**src/rtl/cdf_pkg.sv**
```systemverilog
// package for the complex decimating fir: item types, fixed widths, coefficient rom
// no dependencies
`timescale 1ns / 1ps

package cdf_pkg;

  localparam int SAMPLE_WIDTH = 16;
  localparam int COEF_WIDTH   = 18;
  localparam int COEF_FRAC    = COEF_WIDTH - 1;
  localparam int ACC_WIDTH    = 40;
  localparam int PROD_WIDTH   = SAMPLE_WIDTH + COEF_WIDTH;
  localparam int ROM_SIZE     = 64;
  localparam int ROM_AW       = 6;
  localparam int FACTOR_WIDTH = 5;
  localparam int COUNT_WIDTH  = 4;

  localparam logic [FACTOR_WIDTH-1:0] MAX_FACTOR   = 5'd16;
  localparam logic [FACTOR_WIDTH-1:0] FACTOR_RESET = 5'd8;

  typedef logic signed [SAMPLE_WIDTH-1:0] sample_t;
  typedef logic signed [COEF_WIDTH-1:0]   coef_t;

  typedef struct packed {
    sample_t in_i;
    sample_t in_q;
  } in_item_t;

  typedef struct packed {
    sample_t filtered_i;
    sample_t filtered_q;
  } out_item_t;

  typedef struct packed {
    logic clear;
    logic step;
  } mac_ctrl_t;

  localparam coef_t COEF_ROM [ROM_SIZE] = '{
    -18'sd29,   -18'sd60,   -18'sd104,  -18'sd159,
    -18'sd225,  -18'sd299,  -18'sd375,  -18'sd446,
    -18'sd505,  -18'sd541,  -18'sd543,  -18'sd501,
    -18'sd403,  -18'sd238,  18'sd0,     18'sd318,
    18'sd718,   18'sd1199,  18'sd1756,  18'sd2379,
    18'sd3055,  18'sd3766,  18'sd4492,  18'sd5210,
    18'sd5897,  18'sd6528,  18'sd7081,  18'sd7535,
    18'sd7873,  18'sd8081,  18'sd8151,  18'sd8081,
    18'sd7873,  18'sd7535,  18'sd7081,  18'sd6528,
    18'sd5897,  18'sd5210,  18'sd4492,  18'sd3766,
    18'sd3055,  18'sd2379,  18'sd1756,  18'sd1199,
    18'sd718,   18'sd318,   18'sd0,     -18'sd238,
    -18'sd403,  -18'sd501,  -18'sd543,  -18'sd541,
    -18'sd505,  -18'sd446,  -18'sd375,  -18'sd299,
    -18'sd225,  -18'sd159,  -18'sd104,  -18'sd60,
    -18'sd29,   18'sd0,     18'sd0,     18'sd0
  };

endpackage

```
**src/rtl/cdf_history.sv**
```systemverilog
// circular i/q sample history: one synchronous memory, registered read
// entries not yet written since reset read as zero; uses cdf_pkg
`timescale 1ns / 1ps

module cdf_history #(
  parameter int DEPTH = 64,
  parameter int AW    = $clog2(DEPTH)
) (
  input  logic              clk,
  input  logic              rst,
  input  logic              wr_en,
  input  logic [AW-1:0]     wr_addr,
  input  cdf_pkg::in_item_t wr_data,
  input  logic              rd_en,
  input  logic [AW-1:0]     rd_addr,
  output cdf_pkg::in_item_t rd_data
);
  import cdf_pkg::*;

  localparam int FW = $clog2(DEPTH + 1);
  localparam logic [FW-1:0] FULL = FW'(DEPTH);

  in_item_t      mem [DEPTH];
  in_item_t      rd_q;
  logic          rd_ok;
  logic [FW-1:0] fill;

  always_ff @(posedge clk) begin
    if (wr_en) begin
      mem[wr_addr] <= wr_data;
    end
    if (rd_en) begin
      rd_q <= mem[rd_addr];
    end
  end

  // writes go in address order from zero, so a fill count marks written entries
  always_ff @(posedge clk) begin
    if (rst) begin
      fill  <= '0;
      rd_ok <= 1'b0;
    end else begin
      if (wr_en && fill != FULL) begin
        fill <= fill + 1'b1;
      end
      if (rd_en) begin
        rd_ok <= FW'(rd_addr) < fill;
      end
    end
  end

  assign rd_data = rd_ok ? rd_q : '0;

endmodule

```
**src/rtl/cdf_mac.sv**
```systemverilog
// one channel multiply-accumulate with round and saturate to q1.15
// uses cdf_pkg
`timescale 1ns / 1ps

module cdf_mac (
  input  logic               clk,
  input  logic               rst,
  input  cdf_pkg::mac_ctrl_t ctrl,
  input  cdf_pkg::sample_t   sample,
  input  cdf_pkg::coef_t     coef,
  output cdf_pkg::sample_t   result,
  output logic               pend
);
  import cdf_pkg::*;

  localparam logic signed [ACC_WIDTH-1:0] ROUND_HALF =
    ACC_WIDTH'(64'sd1 <<< (COEF_FRAC - 1));
  localparam logic signed [ACC_WIDTH-1:0] SAT_MAX =
    ACC_WIDTH'((64'sd1 <<< (SAMPLE_WIDTH - 1)) - 64'sd1);
  localparam logic signed [ACC_WIDTH-1:0] SAT_MIN = -SAT_MAX - ACC_WIDTH'(64'sd1);

  logic signed [PROD_WIDTH-1:0] prod;
  logic signed [ACC_WIDTH-1:0]  acc;
  logic signed [ACC_WIDTH-1:0]  rounded;

  always_ff @(posedge clk) begin
    if (rst) begin
      pend <= 1'b0;
    end else if (ctrl.clear) begin
      pend <= 1'b0;
    end else begin
      pend <= ctrl.step;
    end
  end

  always_ff @(posedge clk) begin
    if (ctrl.step) begin
      prod <= sample * coef;
    end
    if (ctrl.clear) begin
      acc <= '0;
    end else if (pend) begin
      acc <= acc + ACC_WIDTH'(prod);
    end
  end

  assign rounded = (acc + ROUND_HALF) >>> COEF_FRAC;

  always_comb begin
    if (rounded > SAT_MAX) begin
      result = SAMPLE_WIDTH'(SAT_MAX);
    end else if (rounded < SAT_MIN) begin
      result = SAMPLE_WIDTH'(SAT_MIN);
    end else begin
      result = rounded[SAMPLE_WIDTH-1:0];
    end
  end

endmodule

```
**src/rtl/complex_decimating_fir.sv**
```systemverilog
// complex decimating fir, top level: control, decimation count, output register
// uses cdf_pkg, cdf_history, cdf_mac
//
// in channel (in_valid/in_ready/in_item): one i/q sample per item. the sample is
// written to the history memory in the cycle it is accepted.
// out channel (out_valid/out_ready/out_item): one filtered i/q pair for every
// n-th input item, n being the decimation factor; none for the others.
// cfg channel (cfg_valid/cfg_ready/cfg_data): the decimation factor, always ready;
// zero acts as one, values above sixteen act as sixteen.
// an item that emits nothing leaves the control idle. an item that emits walks
// the TAPS history entries through the memory read port, one tap a cycle, into
// one multiplier per channel; its result shows on the out channel once it is
// loaded into the output register, and in_ready stays low until then, so the
// next item is not taken before that load.
// the output register holds a result while the receiver stalls; non-emitting
// items keep being accepted meanwhile, and a new result waits until it is free.
// reset clears the history (unwritten entries read as zero), the write position,
// the decimation count and the output valid, and sets the factor to 8.
`timescale 1ns / 1ps

module complex_decimating_fir #(
  parameter int TAPS          = 61,
  parameter int HISTORY_DEPTH = 64
) (
  input  logic                               clk,
  input  logic                               rst,
  input  logic                               in_valid,
  output logic                               in_ready,
  input  cdf_pkg::in_item_t                  in_item,
  output logic                               out_valid,
  input  logic                               out_ready,
  output cdf_pkg::out_item_t                 out_item,
  input  logic                               cfg_valid,
  output logic                               cfg_ready,
  input  logic [cdf_pkg::FACTOR_WIDTH-1:0]   cfg_data
);
  import cdf_pkg::*;

  localparam int AW = $clog2(HISTORY_DEPTH);
  localparam logic [AW-1:0]     LAST_ADDR = AW'(HISTORY_DEPTH - 1);
  localparam logic [ROM_AW-1:0] LAST_TAP  = ROM_AW'(TAPS - 1);

  typedef enum logic [2:0] {
    S_IDLE  = 3'b001,
    S_RUN   = 3'b010,
    S_DRAIN = 3'b100
  } state_t;

  state_t                  state;
  logic [FACTOR_WIDTH-1:0] factor;
  logic [FACTOR_WIDTH-1:0] eff_factor;
  logic [COUNT_WIDTH-1:0]  decim_count;
  logic [AW-1:0]           wr_pos;
  logic [AW-1:0]           wr_pos_next;
  logic [AW-1:0]           rd_addr;
  logic [ROM_AW-1:0]       tap;
  coef_t                   coef;
  logic                    issue_valid;
  logic                    accept;
  logic                    emit;
  logic                    load;
  logic                    pend_i;
  logic                    pend_q;
  in_item_t                hist_data;
  mac_ctrl_t               mac_ctrl;
  sample_t                 res_i;
  sample_t                 res_q;

  assign in_ready  = (state == S_IDLE);
  assign cfg_ready = 1'b1;
  assign accept    = in_valid && in_ready;

  always_comb begin
    if (factor == '0) begin
      eff_factor = FACTOR_WIDTH'(1);
    end else if (factor > MAX_FACTOR) begin
      eff_factor = MAX_FACTOR;
    end else begin
      eff_factor = factor;
    end
  end

  assign emit        = (FACTOR_WIDTH'(decim_count) + 1'b1) >= eff_factor;
  assign wr_pos_next = (wr_pos == LAST_ADDR) ? '0 : wr_pos + 1'b1;
  assign load        = (state == S_DRAIN) && !issue_valid && !(pend_i || pend_q)
                       && (!out_valid || out_ready);

  assign mac_ctrl.clear = accept && emit;
  assign mac_ctrl.step  = issue_valid;

  cdf_history #(
    .DEPTH (HISTORY_DEPTH),
    .AW    (AW)
  ) u_history (
    .clk     (clk),
    .rst     (rst),
    .wr_en   (accept),
    .wr_addr (wr_pos),
    .wr_data (in_item),
    .rd_en   (state == S_RUN),
    .rd_addr (rd_addr),
    .rd_data (hist_data)
  );

  cdf_mac u_mac_i (
    .clk    (clk),
    .rst    (rst),
    .ctrl   (mac_ctrl),
    .sample (hist_data.in_i),
    .coef   (coef),
    .result (res_i),
    .pend   (pend_i)
  );

  cdf_mac u_mac_q (
    .clk    (clk),
    .rst    (rst),
    .ctrl   (mac_ctrl),
    .sample (hist_data.in_q),
    .coef   (coef),
    .result (res_q),
    .pend   (pend_q)
  );

  always_ff @(posedge clk) begin
    if (rst) begin
      state       <= S_IDLE;
      factor      <= FACTOR_RESET;
      decim_count <= '0;
      wr_pos      <= '0;
      issue_valid <= 1'b0;
      out_valid   <= 1'b0;
    end else begin
      if (cfg_valid) begin
        factor <= cfg_data;
      end
      issue_valid <= (state == S_RUN);
      if (load) begin
        out_valid <= 1'b1;
      end else if (out_valid && out_ready) begin
        out_valid <= 1'b0;
      end
      case (state)
        S_IDLE: begin
          if (accept) begin
            wr_pos <= wr_pos_next;
            if (emit) begin
              decim_count <= '0;
              rd_addr     <= wr_pos;
              tap         <= '0;
              state       <= S_RUN;
            end else begin
              decim_count <= decim_count + 1'b1;
            end
          end
        end
        S_RUN: begin
          rd_addr <= (rd_addr == '0) ? LAST_ADDR : rd_addr - 1'b1;
          tap     <= tap + 1'b1;
          coef    <= COEF_ROM[tap];
          if (tap == LAST_TAP) begin
            state <= S_DRAIN;
          end
        end
        S_DRAIN: begin
          if (load) begin
            out_item.filtered_i <= res_i;
            out_item.filtered_q <= res_q;
            state               <= S_IDLE;
          end
        end
        default: begin
          state <= S_IDLE;
        end
      endcase
    end
  end

endmodule

```
**config.mk**
```make
export PLATFORM = sky130hd
export DESIGN_NAME = complex_decimating_fir
export DESIGN_NICKNAME = d
export VERILOG_FILES = /design/src/rtl/cdf_pkg.sv /design/src/rtl/cdf_history.sv /design/src/rtl/cdf_mac.sv /design/src/rtl/complex_decimating_fir.sv
export SDC_FILE = /design/constraint.sdc
export NUM_CORES = 2
export LEC_CHECK = 0
export BUFFER_PORTS_ARGS = -buffer_cell sky130_fd_sc_hd__buf_2
export CORE_ASPECT_RATIO = 1.2
export CORE_MARGIN = 2
export CORE_UTILIZATION = 52
export CTS_CLUSTER_DIAMETER = 100
export CTS_CLUSTER_SIZE = 24
export DETAILED_ROUTE_END_ITERATION = 10
export GPL_TIMING_DRIVEN = 0
export PLACE_DENSITY = 0.82
export SYNTH_ARGS = -nofsm -noshare
export SYNTH_HDL_FRONTEND = slang
export SYNTH_SLANG_ARGS = --single-unit
```
**constraint.sdc**
```tcl
create_clock -name clk -period 7.35 [get_ports clk]
set_input_delay 0.735 -clock clk [delete_from_list [all_inputs] [get_ports clk]]
set_output_delay 0.735 -clock clk [all_outputs]
set_load 0.005 [all_outputs]
```
==> impl_metrics.ini <==
[outcome]
status = finished, violations left
violations = capacitance limit, slew limit

[yosys]
async_flop_share = 0
yosysWarnings = 0
avgSynthCellArea_um2 = 16.5
synth_seq_area_share = 0.610
synth_top_area_share = 0.590
synth_cell_types = 85
synth_ff_type = edfxtp_1
netlist_top_cells_count = edfxtp_1, mux4_2, inv_1
yosysMostFrequentCell = edfxtp_1
ys_ff_latch = 2315
syn_inst = 6804
synth_edf_count = 2206
synthTopCellsByArea = edfxtp_1, mux4_2, fa_1
netlist_area_um2 = 112000
synth_top_cell_by_area = edfxtp_1
synth_nets = 7613

[timing]
final-max-slew-violation-count = 10
finalHoldViolations = 0
min_period_ps = 7200
timing.slew.headroom = -0.00446
worst_slew_pin_slew_ps = 1510
fin_ws_ps = 152
fin_worst_skew_ps = 85.3
hold-worst-slack_ps = 156
finalCritPeriodShare = 0.979
fmax_mhz = 139
finalSetupViolCount = 0

[cts]
root_buffer = clkbuf_16
cts_tree = yes
cts.reportedPaths.clkPinSlew_ps = 90
hold_buffers = 0
clock_tree.buffer_depth = 3
htree_levels = 3
cts.sinks = 2315
clock_latency_ps = 840
numCtsBuffers = 109

[worst_hold_path]
hold_class = input port to flop

[finish]
drive_gt1_frac = 0.160
fin_nets = 7870
layout.cells.non_filler = 9922
synthToLayoutAreaGrowth_pct = 8.32
nFillCells = 15600
utilization = 0.567
design_area_um2 = 122000

[placement]
dp_worst_setup_slack_ps = -1450
io_buffers = 74
place_hpwl_um = 232000
dpl.cell_count = 9769
post_dp_cell_area_um2 = 118000
place.gp.congestion = 0.992

[drt]
wirelength_um = 344000
wl_per_cell_um = 34.7
vias = 66900
routed_via_density = 6.74
ant_nets = 0
drt_iter0_drc = 9509
drtPass1Iterations = 6
drcViolationCount = 0

[floorplan]
num_io_pins = 77
core_um2 = 214000
die_area_um2 = 220000
die_h_um = 513
start_util = 0.523
die_x_um = 428
rows = 186

[global_route]
grt_pass1_vias = 68600
grt_pass1_wl_um = 490000
grt_antenna_before_repair = 24
grtUsageTotal = 0.313
grt_overflow = 0
grt_max_degree = 70

[power]
peakVddDrop_uv = 292
p_per_area_nw_per_um2 = 196
p_leak_nw = 43.5

[critical_path]
critPathMaxFanout = 10
start_kind = flop
worstPathRequired_ps = 7900
crit_path_end_kind = flop
cp.arrival_ps = 7740
path_class = flop to flop

[flow_run]
cap_viol_max_count = 1
[layout make-up]
type,instances,area [µm²],area share
Tap cell,2820,3530,0.0290
Multi-Input combinational cell,3516,40700,0.335
Clock inverter,11,219,0.00180
Sequential cell,2315,68400,0.563
Inverter,616,2310,0.0190
Buffer,349,1520,0.0125
Clock buffer,134,2900,0.0238
Antenna cell,7,17.5,0.000144
Timing Repair Buffer,154,1940,0.0159
[registers in the layout (all words and copies together) (netlist names), 4 cells and up]
| register | flops |
|---|---|
| coef | 14 |
| u_mac_q.acc | 40 |
| u_history.fill | 7 |
| u_mac_i.acc | 40 |
| u_history.rd_q | 32 |
| factor | 5 |
| u_mac_i.prod | 34 |
| decim_count | 4 |
| tap | 6 |
| rd_addr | 6 |
| wr_pos | 6 |
| out_item | 32 |
| u_mac_q.prod | 34 |
| u_history.mem | 2048 |
[stage by stage]
stage	TNS [ps]	power, W
3_5_place_dp	-18100	0.0172
3_3_place_gp	-16620	0.0170
4_1_cts	-37.0	0.0238
2_1_floorplan	0	0.0163
5_1_grt	-44.9	0.0244
6_report	0	0.0239
[cell usage in the layout (no fill, tap or decap), types with 11 or more instances in the layout]
cell type	netlist	routed
clkbuf_4	0	15
nand2b_1	17	17
o21a_1	20	20
o221ai_1	41	40
fa_1	498	496
mux2i_1	116	116
clkbuf_16	0	112
nand3_1	70	70
nor2_1	298	232
mux4_2	622	622
or3_1	11	11
dfxtp_1	109	107
a21oi_1	200	199
nor2_4	0	65
xor2_1	71	71
clkbuf_2	0	48
and2_1	33	30
buf_12	0	62
nand2_1	338	338
xnor2_1	108	108
and3_1	242	242
nor2b_1	28	28
buf_2	44	125
a31oi_1	21	19
o21bai_1	25	25
buf_1	52	49
edfxtp_1	2206	2206
inv_1	612	611
a211oi_1	31	29
o21ai_0	128	126
ha_1	269	269
o22ai_1	27	27
o211ai_1	11	11
clkbuf_1	260	202
nand4_1	29	29
a21o_1	87	87
nor3_1	40	38
[repair_timing]
action / CTS / global route
resized for setup: 65 / 99
hold endpoints to repair: 0 / 0
pin swaps: 0 / 1
endpoints found under the setup margin: 29 / 12
buffers inserted: 4 / 3
[layer usage]
| metal | wire length (µm) | GRT usage | vias up | part of all wire |
|---|---|---|---|---|
| met3 | 38800 | 0.0765 | 1584 | 0.11 |
| li1 | - | - | 26100 | - |
| met4 | 29800 | 0.216 | 26 | 0.086 |
| met1 | 109000 | 0.355 | 33600 | 0.32 |
| met2 | 167000 | 0.524 | 5592 | 0.48 |
| met5 | 206 | 0.000656 | - | 0.00060 |
[cell families (layout without fill, tap and decap cells)]
family | count (synthesis) | in the layout | synth area share
AO/OA/AOI/OAI | 677 | 677 | 0.0393
other | 1 | 8 | 0.0000334
AND/OR/NAND/NOR | 1151 | 1151 | 0.0494
buffers and inverters | 973 | 1264 | 0.0331
adder cells (fa/ha/maj) | 768 | 768 | 0.119
multiplexers | 740 | 740 | 0.135
XOR/XNOR | 179 | 179 | 0.0140
flip-flops | 2315 | 2315 | 0.610
[power by group]
| part | total, W | switching, W | internal (W) |
|---|---|---|---|
| clock network | 0.00693 | 0.00411 | 0.00282 |
| logic | 0.00225 | 0.00144 | 0.000802 |
| registers | 0.0147 | 0.000112 | 0.0146 |
[worst paths after layout]
check            startpoint  depth (start not counted)                to  slack (ps)
max                coef[12]                         22  u_mac_q.prod[30]         150
min reg2reg  u_mac_i.acc[4]                          2    u_mac_i.acc[4]         490
min             cfg_data[3]                          2         factor[3]         160
max reg2reg        coef[12]                         22  u_mac_q.prod[30]         150
[worst max-delay path, cell delays in order, from the launching register on]
cell and delay, ps:
edfxtp_1 620, buf_2 450, nand2_1 140, fa_1 520
fa_1 540, fa_1 520, inv_1 50, fa_1 500
fa_1 490, inv_1 50, fa_1 470, inv_1 40
ha_1 350, a21o_1 200, a211oi_1 270, o211ai_1 160
a31oi_2 260, o21ai_1 190, o31a_1 320, a21oi_1 250
o21ai_0 190, o41ai_2 270, xnor2_1 100
No activity file was read; power rests on OpenSTA's default activity.
